**src/design/bqc_pkg.sv**
```systemverilog
package bqc_pkg;

  // Fixed field widths
  localparam int SAMPLE_BITS        = 24;
  localparam int COEFF_BITS         = 32;
  localparam int SECTION_IDX_BITS   = 3;
  localparam int COEFF_SEL_BITS     = 3;
  localparam int ACTIVE_BITS        = 4;
  localparam int COEFFS_PER_SECTION = 5;

  // Product and accumulator widths: five full products plus rounding fit, with three guard bits
  localparam int PROD_W = COEFF_BITS + SAMPLE_BITS;
  localparam int ACC_W  = PROD_W + 3;

  // Action codes
  localparam logic ACT_FILTER = 1'b0;
  localparam logic ACT_LOAD   = 1'b1;

  // Coefficient slots within one section, also the tap order of the sequencer
  localparam logic [COEFF_SEL_BITS-1:0] TAP_B0 = 3'd0;
  localparam logic [COEFF_SEL_BITS-1:0] TAP_B1 = 3'd1;
  localparam logic [COEFF_SEL_BITS-1:0] TAP_B2 = 3'd2;
  localparam logic [COEFF_SEL_BITS-1:0] TAP_A1 = 3'd3;
  localparam logic [COEFF_SEL_BITS-1:0] TAP_A2 = 3'd4;

  typedef struct packed {
    logic                               action;
    logic signed [SAMPLE_BITS-1:0]      sample_in;
    logic [SECTION_IDX_BITS-1:0]        section_index;
    logic [COEFF_SEL_BITS-1:0]          coeff_select;
    logic signed [COEFF_BITS-1:0]       coeff_value;
  } in_beat_t;

  typedef struct packed {
    logic signed [SAMPLE_BITS-1:0]      sample_out;
    logic                               saturated;
  } out_beat_t;

  typedef enum logic [2:0] {
    S_IDLE,
    S_TAPS,
    S_DRAIN,
    S_FINAL,
    S_EMIT
  } state_t;

endpackage

```
**src/design/bqc_ram.sv**
```systemverilog
module bqc_ram #(
  parameter int WIDTH = 32,
  parameter int DEPTH = 40
) (
  input  logic                     clk,
  input  logic                     wr_en,
  input  logic [$clog2(DEPTH)-1:0] wr_addr,
  input  logic [WIDTH-1:0]         wr_data,
  input  logic                     rd_en,
  input  logic [$clog2(DEPTH)-1:0] rd_addr,
  output logic [WIDTH-1:0]         rd_data
);

  logic [WIDTH-1:0] mem [DEPTH];

  // Write port
  always_ff @(posedge clk) begin
    if (wr_en) begin
      mem[wr_addr] <= wr_data;
    end
  end

  // Registered read port
  always_ff @(posedge clk) begin
    if (rd_en) begin
      rd_data <= mem[rd_addr];
    end
  end

endmodule

```
**src/design/biquad_cascade_iir_filter_core.sv**
```systemverilog
// Channel   Direction  Handshake              Beat
// --------  ---------  ---------------------  ---------------------------------
// in        input      in_valid / in_stall    in_beat_t: sample or coeff load
// out       output     out_valid / out_stall  out_beat_t: filtered sample
// cfg       input      cfg_valid / cfg_ready  active section count, 4 bits
//
// A coefficient load is written into the coefficient store without leaving
// the idle state. A sample passes through each active section in turn:
// each section issues five coefficient reads into the single shared
// multiplier, waits for the multiply/accumulate pipe to drain, then rounds,
// saturates and updates its history; the last section's result is handed off.
// Reset (rst, synchronous) clears the histories and sets one active section;
// coefficients are unknown until loaded. A stalled result sits in the output
// register while the next beat is taken; the block holds before handing off
// the following result until that one is gone.
module biquad_cascade_iir_filter_core
  import bqc_pkg::*;
#(
  parameter int MAX_SECTIONS    = 8,
  parameter int COEFF_FRAC_BITS = 28
) (
  input  logic                   clk,
  input  logic                   rst,
  input  logic                   in_valid,
  output logic                   in_stall,
  input  in_beat_t               in_data,
  output logic                   out_valid,
  input  logic                   out_stall,
  output out_beat_t              out_data,
  input  logic                   cfg_valid,
  output logic                   cfg_ready,
  input  logic [ACTIVE_BITS-1:0] cfg_data
);

  localparam int SEC_W  = (MAX_SECTIONS > 1) ? $clog2(MAX_SECTIONS) : 1;
  localparam int DEPTH  = MAX_SECTIONS * COEFFS_PER_SECTION;
  localparam int ADDR_W = $clog2(DEPTH);

  localparam logic signed [ACC_W-1:0] ROUND_ACC = ACC_W'(1) << (COEFF_FRAC_BITS - 1);
  localparam logic signed [ACC_W-1:0] Y_MAX =
    {{(ACC_W-SAMPLE_BITS+1){1'b0}}, {(SAMPLE_BITS-1){1'b1}}};
  localparam logic signed [ACC_W-1:0] Y_MIN = ~Y_MAX;

  state_t state, state_next;

  logic [ACTIVE_BITS-1:0]        active;
  logic [SEC_W-1:0]              sec;
  logic [SEC_W-1:0]              n_last;
  logic [SEC_W-1:0]              n_last_next;
  logic [COEFF_SEL_BITS-1:0]     tap;
  logic                          m_valid;
  logic [COEFF_SEL_BITS-1:0]     m_tap;
  logic                          c_valid;
  logic [COEFF_SEL_BITS-1:0]     c_tap;
  logic signed [PROD_W-1:0]      prod;
  logic signed [ACC_W-1:0]       acc;
  logic signed [SAMPLE_BITS-1:0] x_cur;
  logic                          sat_any;

  logic signed [SAMPLE_BITS-1:0] x1 [MAX_SECTIONS];
  logic signed [SAMPLE_BITS-1:0] x2 [MAX_SECTIONS];
  logic signed [SAMPLE_BITS-1:0] y1 [MAX_SECTIONS];
  logic signed [SAMPLE_BITS-1:0] y2 [MAX_SECTIONS];

  logic                          accept_filter;
  logic                          coeff_wr;
  logic [ADDR_W-1:0]             wr_addr;
  logic [ADDR_W-1:0]             rd_addr;
  logic [COEFF_BITS-1:0]         rd_data;
  logic signed [SAMPLE_BITS-1:0] operand;
  logic signed [ACC_W-1:0]       acc_sh;
  logic                          clip_hi;
  logic                          clip_lo;
  logic signed [SAMPLE_BITS-1:0] y_sat;
  logic                          emit_fire;

  assign cfg_ready = 1'b1;

  // Coefficient store
  assign coeff_wr = in_valid && !in_stall && (in_data.action == ACT_LOAD) &&
                    (32'(in_data.section_index) < MAX_SECTIONS) &&
                    (32'(in_data.coeff_select) < COEFFS_PER_SECTION);
  assign wr_addr  = ADDR_W'(32'(in_data.section_index) * COEFFS_PER_SECTION +
                            32'(in_data.coeff_select));
  assign rd_addr  = ADDR_W'(32'(sec) * COEFFS_PER_SECTION + 32'(tap));

  bqc_ram #(
    .WIDTH (COEFF_BITS),
    .DEPTH (DEPTH)
  ) u_coeff_ram (
    .clk     (clk),
    .wr_en   (coeff_wr),
    .wr_addr (wr_addr),
    .wr_data (in_data.coeff_value),
    .rd_en   (state == S_TAPS),
    .rd_addr (rd_addr),
    .rd_data (rd_data)
  );

  // Clamp the section count to the range the block has
  always_comb begin
    if (active == '0) begin
      n_last_next = '0;
    end else if (32'(active) > MAX_SECTIONS) begin
      n_last_next = SEC_W'(MAX_SECTIONS - 1);
    end else begin
      n_last_next = SEC_W'(32'(active) - 1);
    end
  end

  // Pick the multiplier operand for the tap in the multiply stage
  always_comb begin
    case (m_tap)
      TAP_B0:  operand = x_cur;
      TAP_B1:  operand = x1[sec];
      TAP_B2:  operand = x2[sec];
      TAP_A1:  operand = y1[sec];
      TAP_A2:  operand = y2[sec];
      default: operand = '0;
    endcase
  end

  // Round, scale back and saturate the section sum
  assign acc_sh  = acc >>> COEFF_FRAC_BITS;
  assign clip_hi = acc_sh > Y_MAX;
  assign clip_lo = acc_sh < Y_MIN;
  always_comb begin
    if (clip_hi) begin
      y_sat = Y_MAX[SAMPLE_BITS-1:0];
    end else if (clip_lo) begin
      y_sat = Y_MIN[SAMPLE_BITS-1:0];
    end else begin
      y_sat = acc_sh[SAMPLE_BITS-1:0];
    end
  end

  // Sequencer: next state and handshake outputs
  always_comb begin
    state_next    = state;
    in_stall      = 1'b1;
    accept_filter = 1'b0;
    emit_fire     = 1'b0;
    case (state)
      S_IDLE: begin
        in_stall = 1'b0;
        if (in_valid && (in_data.action == ACT_FILTER)) begin
          accept_filter = 1'b1;
          state_next    = S_TAPS;
        end
      end
      S_TAPS: begin
        if (tap == TAP_A2) begin
          state_next = S_DRAIN;
        end
      end
      S_DRAIN: begin
        if (c_valid && (c_tap == TAP_A2)) begin
          state_next = S_FINAL;
        end
      end
      S_FINAL: begin
        state_next = (sec == n_last) ? S_EMIT : S_TAPS;
      end
      S_EMIT: begin
        if (!out_valid || !out_stall) begin
          emit_fire  = 1'b1;
          state_next = S_IDLE;
        end
      end
      default: begin
        state_next = S_IDLE;
      end
    endcase
  end

  // Control registers and section histories
  always_ff @(posedge clk) begin
    if (rst) begin
      state     <= S_IDLE;
      active    <= ACTIVE_BITS'(1);
      sec       <= '0;
      n_last    <= '0;
      tap       <= TAP_B0;
      m_valid   <= 1'b0;
      c_valid   <= 1'b0;
      out_valid <= 1'b0;
      for (int i = 0; i < MAX_SECTIONS; i++) begin
        x1[i] <= '0;
        x2[i] <= '0;
        y1[i] <= '0;
        y2[i] <= '0;
      end
    end else begin
      state   <= state_next;
      m_valid <= (state == S_TAPS);
      c_valid <= m_valid;

      if (cfg_valid && cfg_ready) begin
        active <= cfg_data;
      end

      // Advance the section and tap counters
      if (accept_filter) begin
        sec    <= '0;
        tap    <= TAP_B0;
        n_last <= n_last_next;
      end else if (state == S_TAPS) begin
        tap <= tap + 3'd1;
      end else if (state == S_FINAL) begin
        tap <= TAP_B0;
        if (sec != n_last) begin
          sec <= sec + SEC_W'(1);
        end
      end

      // Shift the history of the finished section
      if (state == S_FINAL) begin
        x2[sec] <= x1[sec];
        x1[sec] <= x_cur;
        y2[sec] <= y1[sec];
        y1[sec] <= y_sat;
      end

      // Hold the result until taken
      if (emit_fire) begin
        out_valid <= 1'b1;
      end else if (!out_stall) begin
        out_valid <= 1'b0;
      end
    end
  end

  // Multiply/accumulate pipe and sample path
  always_ff @(posedge clk) begin
    m_tap <= tap;
    c_tap <= m_tap;
    prod  <= $signed(rd_data) * operand;

    if (accept_filter || (state == S_FINAL)) begin
      acc <= ROUND_ACC;
    end else if (c_valid) begin
      if ((c_tap == TAP_A1) || (c_tap == TAP_A2)) begin
        acc <= acc - ACC_W'(prod);
      end else begin
        acc <= acc + ACC_W'(prod);
      end
    end

    if (accept_filter) begin
      x_cur   <= in_data.sample_in;
      sat_any <= 1'b0;
    end else if (state == S_FINAL) begin
      x_cur   <= y_sat;
      sat_any <= sat_any | clip_hi | clip_lo;
    end

    if (emit_fire) begin
      out_data.sample_out <= x_cur;
      out_data.saturated  <= sat_any;
    end
  end

  // A result only appears from the hand-off state
  a_emit_source: assert property (@(posedge clk) disable iff (rst)
    $rose(out_valid) |-> $past(state == S_EMIT))
    else $error("out_valid rose outside the hand-off state");

  // The multiply stage only carries taps issued by the sequencer
  a_mul_issue: assert property (@(posedge clk) disable iff (rst)
    m_valid |-> $past(state == S_TAPS))
    else $error("multiply stage valid without an issued tap");

  // The section counter never passes the last active section
  a_sec_bound: assert property (@(posedge clk) disable iff (rst)
    (state != S_IDLE) |-> (sec <= n_last))
    else $error("section counter beyond last active section");

  // The accumulator pipe is empty when a section is rounded
  a_final_drained: assert property (@(posedge clk) disable iff (rst)
    (state == S_FINAL) |-> (!m_valid && !c_valid))
    else $error("section finished with products still in flight");

endmodule
```
**config.mk**
```make
export PLATFORM = sky130hd
export DESIGN_NAME = biquad_cascade_iir_filter_core
export DESIGN_NICKNAME = d
export VERILOG_FILES = /design/src/design/bqc_pkg.sv /design/src/design/bqc_ram.sv /design/src/design/biquad_cascade_iir_filter_core.sv
export SDC_FILE = /design/constraint.sdc
export NUM_CORES = 2
export LEC_CHECK = 0
export BUFFER_PORTS_ARGS = -buffer_cell sky130_fd_sc_hd__buf_2
export CORE_UTILIZATION = 58
export CTS_CLUSTER_SIZE = 20
export DETAILED_ROUTE_END_ITERATION = 12
export GPL_ROUTABILITY_DRIVEN = 0
export GPL_TIMING_DRIVEN = 0
export PLACE_DENSITY = 0.84
export SYNTH_ARGS = -nofsm -noshare
export SYNTH_HDL_FRONTEND = slang
export SYNTH_SLANG_ARGS = --single-unit
```
**constraint.sdc**
```tcl
create_clock -name clk -period 7.8 [get_ports clk]
set_input_delay 1.17 -clock clk [delete_from_list [all_inputs] [get_ports clk]]
set_output_delay 1.17 -clock clk [all_outputs]
set_load 0.03 [all_outputs]
```
# After elaboration in Yosys (flattened, before gate mapping)

Memories as Yosys holds them, arrays and structs flattened. A register that Yosys moved wholly into a read port is not among the register bits.
Cells that the tools add are included.

Add/subtract/negate cells: 7
Multipliers: 3
Divide/modulo/power cells: 0
$lt $le $gt $ge: 4
Equal/unequal tests: 18
Shifts and indexed selects: 0
Multiplexer cells: 50
Bitwise logic cells: 4
Reductions and logical operators: 22

Operators by type and width:

| operator                                                                          | number |
|---|---|
| 24-bit two-way mux                                                                | 8 |
| 24-bit case mux with 5 select lines                                               | 1 |
| 24-bit OR reduction                                                               | 4 |
| 3-bit two-way mux                                                                 | 21 |
| 59-bit by 56-bit adder with 59-bit output                                         | 1 |
| 59-bit two-way mux                                                                | 1 |
| 59-bit by 56-bit subtractor with 59-bit output                                    | 1 |
| 32-bit by 24-bit multiplier with 56-bit output                                    | 1 |
| 31-bit by 24-bit greater-than comparator with 1-bit output, second input constant | 1 |
| 31-bit by 24-bit less-than comparator with 1-bit output, second input constant    | 1 |
| 1-bit two-way mux                                                                 | 18 |
| 3-bit by 2-bit equality test with 1-bit output, second input constant             | 5 |
| 3-bit case mux with 5 select lines                                                | 1 |
| 6-bit by 3-bit adder with 6-bit output                                            | 2 |
| 3-bit equality test, second input constant                                        | 4 |
| 3-bit by 3-bit multiplier with 6-bit output, second input constant                | 2 |
| 3-bit by 1-bit adder with 3-bit output, second input constant                     | 2 |
| 3-bit by 1-bit equality test with 1-bit output, second input constant             | 2 |
| 3-bit zero test                                                                   | 2 |
| 2-bit inequality test, second input constant                                      | 3 |
| 1-bit logical AND                                                                 | 5 |
| 4-bit greater-than comparator, second input constant                              | 1 |
| 4-bit zero test                                                                   | 1 |
| 2-bit by 1-bit inequality test with 1-bit output, second input constant           | 2 |
| 12 further kinds                                                                  | 18 |

Flip-flop bits (word level): 190
Bits in latches: 0
Memory bits (writable): 2,048
Bits in read-only memories: 0
Input port bits: 72
Output and inout bits: 28
Logic and storage cells: 129
Memories: 5

Memory list:

| name            | depth | width | rd ports | clocked after Yosys merged registers in | write ports | line                                 | RTL |
|---|---|---|---|---|---|---|---|
| u_coeff_ram.mem | 40    | 32    | 1        | 1                                       | 1           | bqc_ram.sv:14                        | `logic [WIDTH-1:0] mem [DEPTH];` |
| x1              | 8     | 24    | 1        | 1                                       | 8           | biquad_cascade_iir_filter_core.sv:60 | `logic signed [SAMPLE_BITS-1:0] x1 [MAX_SECTIONS];` |
| x2              | 8     | 24    | 1        | 1                                       | 8           | biquad_cascade_iir_filter_core.sv:61 | `logic signed [SAMPLE_BITS-1:0] x2 [MAX_SECTIONS];` |
| y1              | 8     | 24    | 1        | 1                                       | 8           | biquad_cascade_iir_filter_core.sv:62 | `logic signed [SAMPLE_BITS-1:0] y1 [MAX_SECTIONS];` |
| y2              | 8     | 24    | 1        | 1                                       | 8           | biquad_cascade_iir_filter_core.sv:63 | `logic signed [SAMPLE_BITS-1:0] y2 [MAX_SECTIONS];` |

# Longest topological paths before layout

Depth in word-level cells: 6
Depth in mapped cells: 38
Mapped depth without buffers: 30

# Hierarchy

From an unflattened synthesis, not the netlist that was laid out.

Cell total of the unflattened synthesis: 8,915
Area total of the unflattened synthesis: 122,150.9 µm²

Modules (own cells, without submodules):

| module                         | instances | cells each | area an instance (µm²) | seq. area each (µm²) |
|---|---|---|---|---|
| biquad_cascade_iir_filter_core | 1         | 6,353      | 71,213.3               | 27,416.3 |
| bqc_ram                        | 1         | 2,562      | 50,937.6               | 39,397.8 |

# Worst setup path before layout

No wires, ideal clock.

Kind: register to register
From: register (tool-made name)
To: register prod[49]
Setup time: 0.131 ns
Data arrival time: 8.460 ns
Data required time: 7.669 ns
Setup slack: -0.791 ns
Stages on the path, launching flop included: 33
Buffers on the path: 6
Clock period less this slack: 8.591 ns
Cell sequence: dfxtp_1 buf_2 buf_4 clkbuf_1 buf_1 mux4_2 mux2i_1 nor2_1 or3_1 clkbuf_1 buf_2 nand2_1 fa_1 fa_1 fa_1 fa_1 fa_1 inv_1 fa_1 inv_1 fa_1 inv_1 ha_1 and4_1 a221o_1 or3_1 nor2_1 o21a_1 o21bai_1 a21o_1 a31oi_2 o31ai_1 xor2_1

RTL lines:

| element                | line                                  | RTL |
|---|---|---|
| end signal: assignment | biquad_cascade_iir_filter_core.sv:237 | `prod <= $signed(rd_data) * operand;` |
| end: declaration       | biquad_cascade_iir_filter_core.sv:55  | `logic signed [PROD_W-1:0] prod;` |

# Worst setup path in the final report

From: register m_tap[0]
To: register prod[55]

Word-level cells in the longest chain between the ends: 3
Elaborated cells on any way between the ends: 7
Classes of those cells: mul (1); eq/ne (4); mux (1); reduce/logical (1)

RTL lines:

| element                                            | line                                  | RTL |
|---|---|---|
| start: declaration                                 | biquad_cascade_iir_filter_core.sv:52  | `logic [COEFF_SEL_BITS-1:0] m_tap;` |
| start signal: assignment                           | biquad_cascade_iir_filter_core.sv:235 | `m_tap <= tap;` |
| 3-bit equality test (tied with other cells)        | biquad_cascade_iir_filter_core.sv:113 | `case (m_tap)` |
| 24-bit case mux with 5 select lines (*)            | biquad_cascade_iir_filter_core.sv:113 |  |
| 32-bit by 24-bit multiplier with 56-bit output (*) | biquad_cascade_iir_filter_core.sv:237 |  |

Every way passes the cells marked *; elsewhere a longest branch is shown, timed or not.
A chain may end at the register's enable or synchronous reset.

==> metrics.txt <==
# TYPE chip_impl_metric gauge
chip_impl_metric{name="wl_per_cell",unit="um"} 34.82
chip_impl_metric{name="netlist_instances",unit=""} 8370
chip_impl_metric{name="cp.required",unit="ns"} 8.53
chip_impl_info{name="worst-setup-path-type",value="flop to flop"} 1
chip_impl_metric{name="fin_ws",unit="ns"} -1.849
chip_impl_metric{name="cap_viol_max_count",unit=""} 1
chip_impl_metric{name="finalMaxSlewViolations",unit=""} 11
chip_impl_metric{name="chipWidth",unit="um"} 459.4
chip_impl_metric{name="cts_inserted_buffers",unit=""} 216
chip_impl_info{name="worstReg2RegStart",value="m_tap[0]"} 1
chip_impl_metric{name="timing.clock.skew",unit="ns"} 0.1305
chip_impl_metric{name="synthesis.nets",unit=""} 9459
chip_impl_metric{name="worstRegToRegCells",unit=""} 26
chip_impl_metric{name="die_h",unit="um"} 459.4
chip_impl_metric{name="cts.hold.buffers_added",unit=""} 0
chip_impl_metric{name="post_synth_num_cell_types",unit=""} 92
chip_impl_metric{name="cts.path.max_buffers",unit=""} 3
chip_impl_metric{name="vias",unit=""} 83310
chip_impl_metric{name="number_of_global_route_vias_before_repair",unit=""} 84840
chip_impl_info{name="clockRootBuffer",value="sky130_fd_sc_hd__clkbuf_16"} 1
chip_impl_metric{name="synth-seq-area-share",unit="%"} 55.05
chip_impl_metric{name="yosysWarningCount",unit=""} 0
chip_impl_metric{name="viasPerCell",unit=""} 6.983
chip_impl_info{name="timing.rr.end",value="prod[55]"} 1
chip_impl_metric{name="initial_core_util",unit="%"} 58.49
chip_impl_info{name="synth_top_flop_cell",value="sky130_fd_sc_hd__edfxtp_1"} 1
chip_impl_info{name="timing.critical_path.from_type",value="flop"} 1
chip_impl_metric{name="nets",unit=""} 10020
chip_impl_metric{name="groute.usage.overall",unit="%"} 39.12
chip_impl_metric{name="global_route_wire_length_before_repair",unit="um"} 585800
chip_impl_metric{name="clk_latency",unit="ns"} 0.97
chip_impl_metric{name="ys_async_rst_share",unit="%"} 0
chip_impl_info{name="cp-startpoint",value="m_tap[0]"} 1
chip_impl_metric{name="regToRegSetupSlack",unit="ns"} -1.85
chip_impl_metric{name="n_fill_cell",unit=""} 12270
chip_impl_metric{name="timing.critical_path.slowest_cell_delay",unit="ns"} 0.72
chip_impl_metric{name="fin_crit",unit="ns"} 9.649
chip_impl_info{name="rsz0062_at_grt",value="yes"} 1
chip_impl_metric{name="clock_sinks",unit=""} 2273
chip_impl_metric{name="dpl.hpwl",unit="um"} 253700
chip_impl_metric{name="standard_cell_core_area",unit="um2"} 207500
chip_impl_metric{name="detail_route.wirelength",unit="um"} 415400
chip_impl_metric{name="placementRows",unit=""} 167
chip_impl_info{name="run_status",value="finished with violations"} 1
chip_impl_metric{name="path_max_fanout",unit=""} 10
chip_impl_metric{name="fin_worst_hold_slack",unit="ns"} 0.4460
chip_impl_metric{name="relSlewSlack",unit="%"} -7.482
chip_impl_metric{name="floorplan.die_area",unit="um2"} 211100
chip_impl_info{name="critPathSlowestCell",value="sky130_fd_sc_hd__fa_1"} 1
chip_impl_metric{name="iteration_count_of_the_initial_detailed_routing_pass",unit=""} 13
chip_impl_metric{name="synth-seq-cells",unit=""} 2273
chip_impl_metric{name="cell_area_after_synthesis",unit="um2"} 121400
chip_impl_info{name="holdCritPathClass",value="flop to flop"} 1
chip_impl_metric{name="detail_route.drc_violations",unit=""} 0
chip_impl_metric{name="grt_start_max_net_pins",unit=""} 53
chip_impl_metric{name="area_delta_synth_final",unit="%"} 14.54
chip_impl_metric{name="finalHoldViolCount",unit=""} 0
chip_impl_metric{name="ioPinCount",unit=""} 100
chip_impl_metric{name="max_freq",unit="MHz"} 103.6
chip_impl_metric{name="number_of_buffers_added_on_ports",unit=""} 96
chip_impl_metric{name="fin_crit_sh",unit="%"} 123.7
chip_impl_metric{name="drt_first_iter_violations",unit=""} 13780
chip_impl_metric{name="setup_viol",unit=""} 41
chip_impl_info{name="worst_path_most_repeated_cell",value="sky130_fd_sc_hd__fa_1"} 1
chip_impl_info{name="violations_in_the_final_reports",value="max-capacitance violations, max-slew violations, negative setup slack"} 1
chip_impl_info{name="cp-end-kind",value="flop"} 1
chip_impl_metric{name="grt_antenna_before_repair",unit=""} 28
chip_impl_metric{name="drive_gt1_share",unit="%"} 20.37
chip_impl_metric{name="timing_worst_slew_pin_value",unit="ns"} 1.612
chip_impl_info{name="worstSetupEndpoint",value="prod[55]"} 1
chip_impl_metric{name="post_syn_area_per_cell",unit="um2"} 14.50
chip_impl_metric{name="globalRouteOverflowTotal",unit=""} 0
chip_impl_info{name="cts_tree",value="done"} 1
chip_impl_metric{name="ant_nets",unit=""} 0
chip_impl_metric{name="critPathArrivalTime",unit="ns"} 10.38
chip_impl_metric{name="ctsHtreeMaxLevel",unit=""} 4
chip_impl_metric{name="cts.reportedPaths.clkPinSlew",unit="ns"} 0.07
chip_impl_metric{name="synth_enable_flop_cells",unit=""} 2129
==> flip-flops by register name, indices dropped and copies added, names as in the netlist, 4 cells and up, named ones only <==
register and flops:
y1 192, active 4, u_coeff_ram.rd_data 32, out_data 25, x_cur 24, acc 59
x1 192, x2 192, prod 56, y2 192, u_coeff_ram.mem 1280
==> worst min path at each step <==
stage                     startpoint          end  slack, ns  depth (start not counted)
after detailed placement     sat_any  out_data[0]       0.43                          0
after global placement       sat_any  out_data[0]       0.42                          0
after floorplan               tap[0]     m_tap[0]       0.37                          0
final                        sat_any  out_data[0]       0.45                          0
after global routing         sat_any  out_data[0]       0.47                          0
after CTS                    sat_any  out_data[0]       0.45                          0
==> Yosys cell counts (6+ instances only) <==
cell | number | area, um2
sky130_fd_sc_hd__and2_1 | 143 | 894.6
sky130_fd_sc_hd__mux2_2 | 34 | 382.9
sky130_fd_sc_hd__a211oi_1 | 22 | 165.2
sky130_fd_sc_hd__dfxtp_1 | 144 | 2883
sky130_fd_sc_hd__a21oi_1 | 203 | 1016
sky130_fd_sc_hd__inv_1 | 862 | 3236
sky130_fd_sc_hd__or3_1 | 34 | 212.7
sky130_fd_sc_hd__nand2b_1 | 69 | 431.7
sky130_fd_sc_hd__edfxtp_1 | 2129 | 63930
sky130_fd_sc_hd__a21o_1 | 55 | 412.9
sky130_fd_sc_hd__xor2_1 | 66 | 578.1
sky130_fd_sc_hd__o31ai_1 | 10 | 75.07
sky130_fd_sc_hd__nand3_1 | 50 | 250.2
sky130_fd_sc_hd__o21ai_1 | 19 | 95.09
sky130_fd_sc_hd__a31oi_1 | 10 | 62.56
sky130_fd_sc_hd__nand2_1 | 624 | 2342
sky130_fd_sc_hd__buf_1 | 41 | 153.9
sky130_fd_sc_hd__nor2b_1 | 224 | 1401
sky130_fd_sc_hd__xnor2_1 | 104 | 910.9
sky130_fd_sc_hd__and3_1 | 120 | 750.7
sky130_fd_sc_hd__nand4_1 | 20 | 125.1
sky130_fd_sc_hd__mux2i_2 | 30 | 412.9
sky130_fd_sc_hd__ha_1 | 230 | 2878
sky130_fd_sc_hd__or2_2 | 12 | 75.07
sky130_fd_sc_hd__o22ai_1 | 29 | 181.4
sky130_fd_sc_hd__o21ai_0 | 112 | 560.5
sky130_fd_sc_hd__mux4_2 | 576 | 12970
sky130_fd_sc_hd__buf_2 | 100 | 500.5
sky130_fd_sc_hd__o21a_1 | 17 | 127.6
sky130_fd_sc_hd__nor2_1 | 837 | 3142
sky130_fd_sc_hd__a2111oi_4 | 7 | 192.7
sky130_fd_sc_hd__clkbuf_1 | 303 | 1137
sky130_fd_sc_hd__nor3_1 | 45 | 225.2
sky130_fd_sc_hd__buf_4 | 6 | 45.04
sky130_fd_sc_hd__mux2i_4 | 6 | 135.1
sky130_fd_sc_hd__mux2i_1 | 136 | 1361
sky130_fd_sc_hd__o211ai_1 | 10 | 75.07
sky130_fd_sc_hd__fa_1 | 787 | 15760
sky130_fd_sc_hd__buf_6 | 15 | 168.9
sky130_fd_sc_hd__o21bai_1 | 18 | 135.1
==> repair_timing <==
item / CTS / global route
buffers inserted: 145 / 61
setup endpoints to repair: 47 / 44
resized for setup: 375 / 171
endpoints found under the hold margin: 0 / 0
pin swaps: 80 / 76
cloned: 4 / 1
==> cell usage in the layout (no fill, tap or decap), types with 39 or more instances in the layout <==
master	instances
sky130_fd_sc_hd__nand2b_1	68
sky130_fd_sc_hd__a21o_1	54
sky130_fd_sc_hd__nor2b_1	217
sky130_fd_sc_hd__clkinv_2	46
sky130_fd_sc_hd__inv_1	821
sky130_fd_sc_hd__xor2_1	60
sky130_fd_sc_hd__nor2_1	783
sky130_fd_sc_hd__fa_1	767
sky130_fd_sc_hd__nand2_1	602
sky130_fd_sc_hd__and2_1	138
sky130_fd_sc_hd__clkbuf_16	220
sky130_fd_sc_hd__edfxtp_1	2129
sky130_fd_sc_hd__o21ai_0	96
sky130_fd_sc_hd__nor2_4	48
sky130_fd_sc_hd__buf_4	188
sky130_fd_sc_hd__ha_1	200
sky130_fd_sc_hd__buf_2	140
sky130_fd_sc_hd__xnor2_1	88
sky130_fd_sc_hd__clkbuf_1	308
sky130_fd_sc_hd__a21oi_1	180
sky130_fd_sc_hd__buf_12	88
sky130_fd_sc_hd__clkinv_1	45
sky130_fd_sc_hd__mux2i_1	103
sky130_fd_sc_hd__nand3_1	49
sky130_fd_sc_hd__nor3_1	39
sky130_fd_sc_hd__and3_1	120
sky130_fd_sc_hd__mux4_2	576
sky130_fd_sc_hd__mux2i_4	57
sky130_fd_sc_hd__dfxtp_1	141
==> cell families (layout without fill, tap and decap cells) <==
| family | Yosys count | count (layout) | share of synthesized area (%) |
|---|---|---|---|
| xor gates and xnor gates | 170 | 170 | 1.227 |
| buffers and inverters | 1332 | 2078 | 4.337 |
| and+or+nand+nor | 2221 | 2221 | 8.408 |
| AOI/OAI and AO/OA | 572 | 572 | 3.029 |
| adders and majority gates | 1019 | 1019 | 15.37 |
| other | 1 | 27 | 0.003090 |
| muxes | 782 | 782 | 12.58 |
| DFF | 2273 | 2273 | 55.05 |
==> metal layers <==
layer | vias to the layer above | wire [um] | global-route usage, %
met3 | 2944 | 60720 | 14.58
met1 | 40530 | 118400 | 42.45
met4 | 18 | 47800 | 34.51
met5 | - | 146 | 0.02296
met2 | 9105 | 188200 | 60.23
li1 | 30710 | - | -
==> critical path, delay by kind of cell (launching register included) <==
| family | cells | cell delay [ns] |
|---|---|---|
| and+or+nand+nor | 4 | 1.36 |
| xor gates and xnor gates | 1 | 0.17 |
| adders and majority gates | 8 | 4.50 |
| AOI/OAI and AO/OA | 6 | 1.34 |
| buffers and inverters | 7 | 1.41 |
| DFF | 1 | 0.69 |
==> stage by stage <==
step                setup TNS [ns]  util [%]  worst slack, ns  cells  area, um2
detailed placement          -97.00     61.41           -3.130  11310     127400
finish                      -50.34     67.00           -1.849  11930     139000
global route                -50.65     66.98           -1.950  11910     139000
CTS                         -30.36     66.42           -1.232  11850     137800
global placement           -283.99     60.66           -2.908  11250     125900
floorplan                  -0.7575         -          -0.1681   8370     121900
==> cell type report <==
type / count / area (um2) / area share (%)
timing repair buffer: 357 / 3736 / 2.687
multi-input combinational: 4765 / 51630 / 37.14
clock buffer: 263 / 5643 / 4.059
antenna: 26 / 65.06 / 0.04680
buffer: 450 / 2690 / 1.935
sequential: 2273 / 66820 / 48.06
inverter: 864 / 3264 / 2.348
tap: 2788 / 3488 / 2.509
clock inverter: 144 / 1678 / 1.207
Power is not shown: default switching activity piles up to over one toggle a cycle in this logic, so the estimate is an artifact.
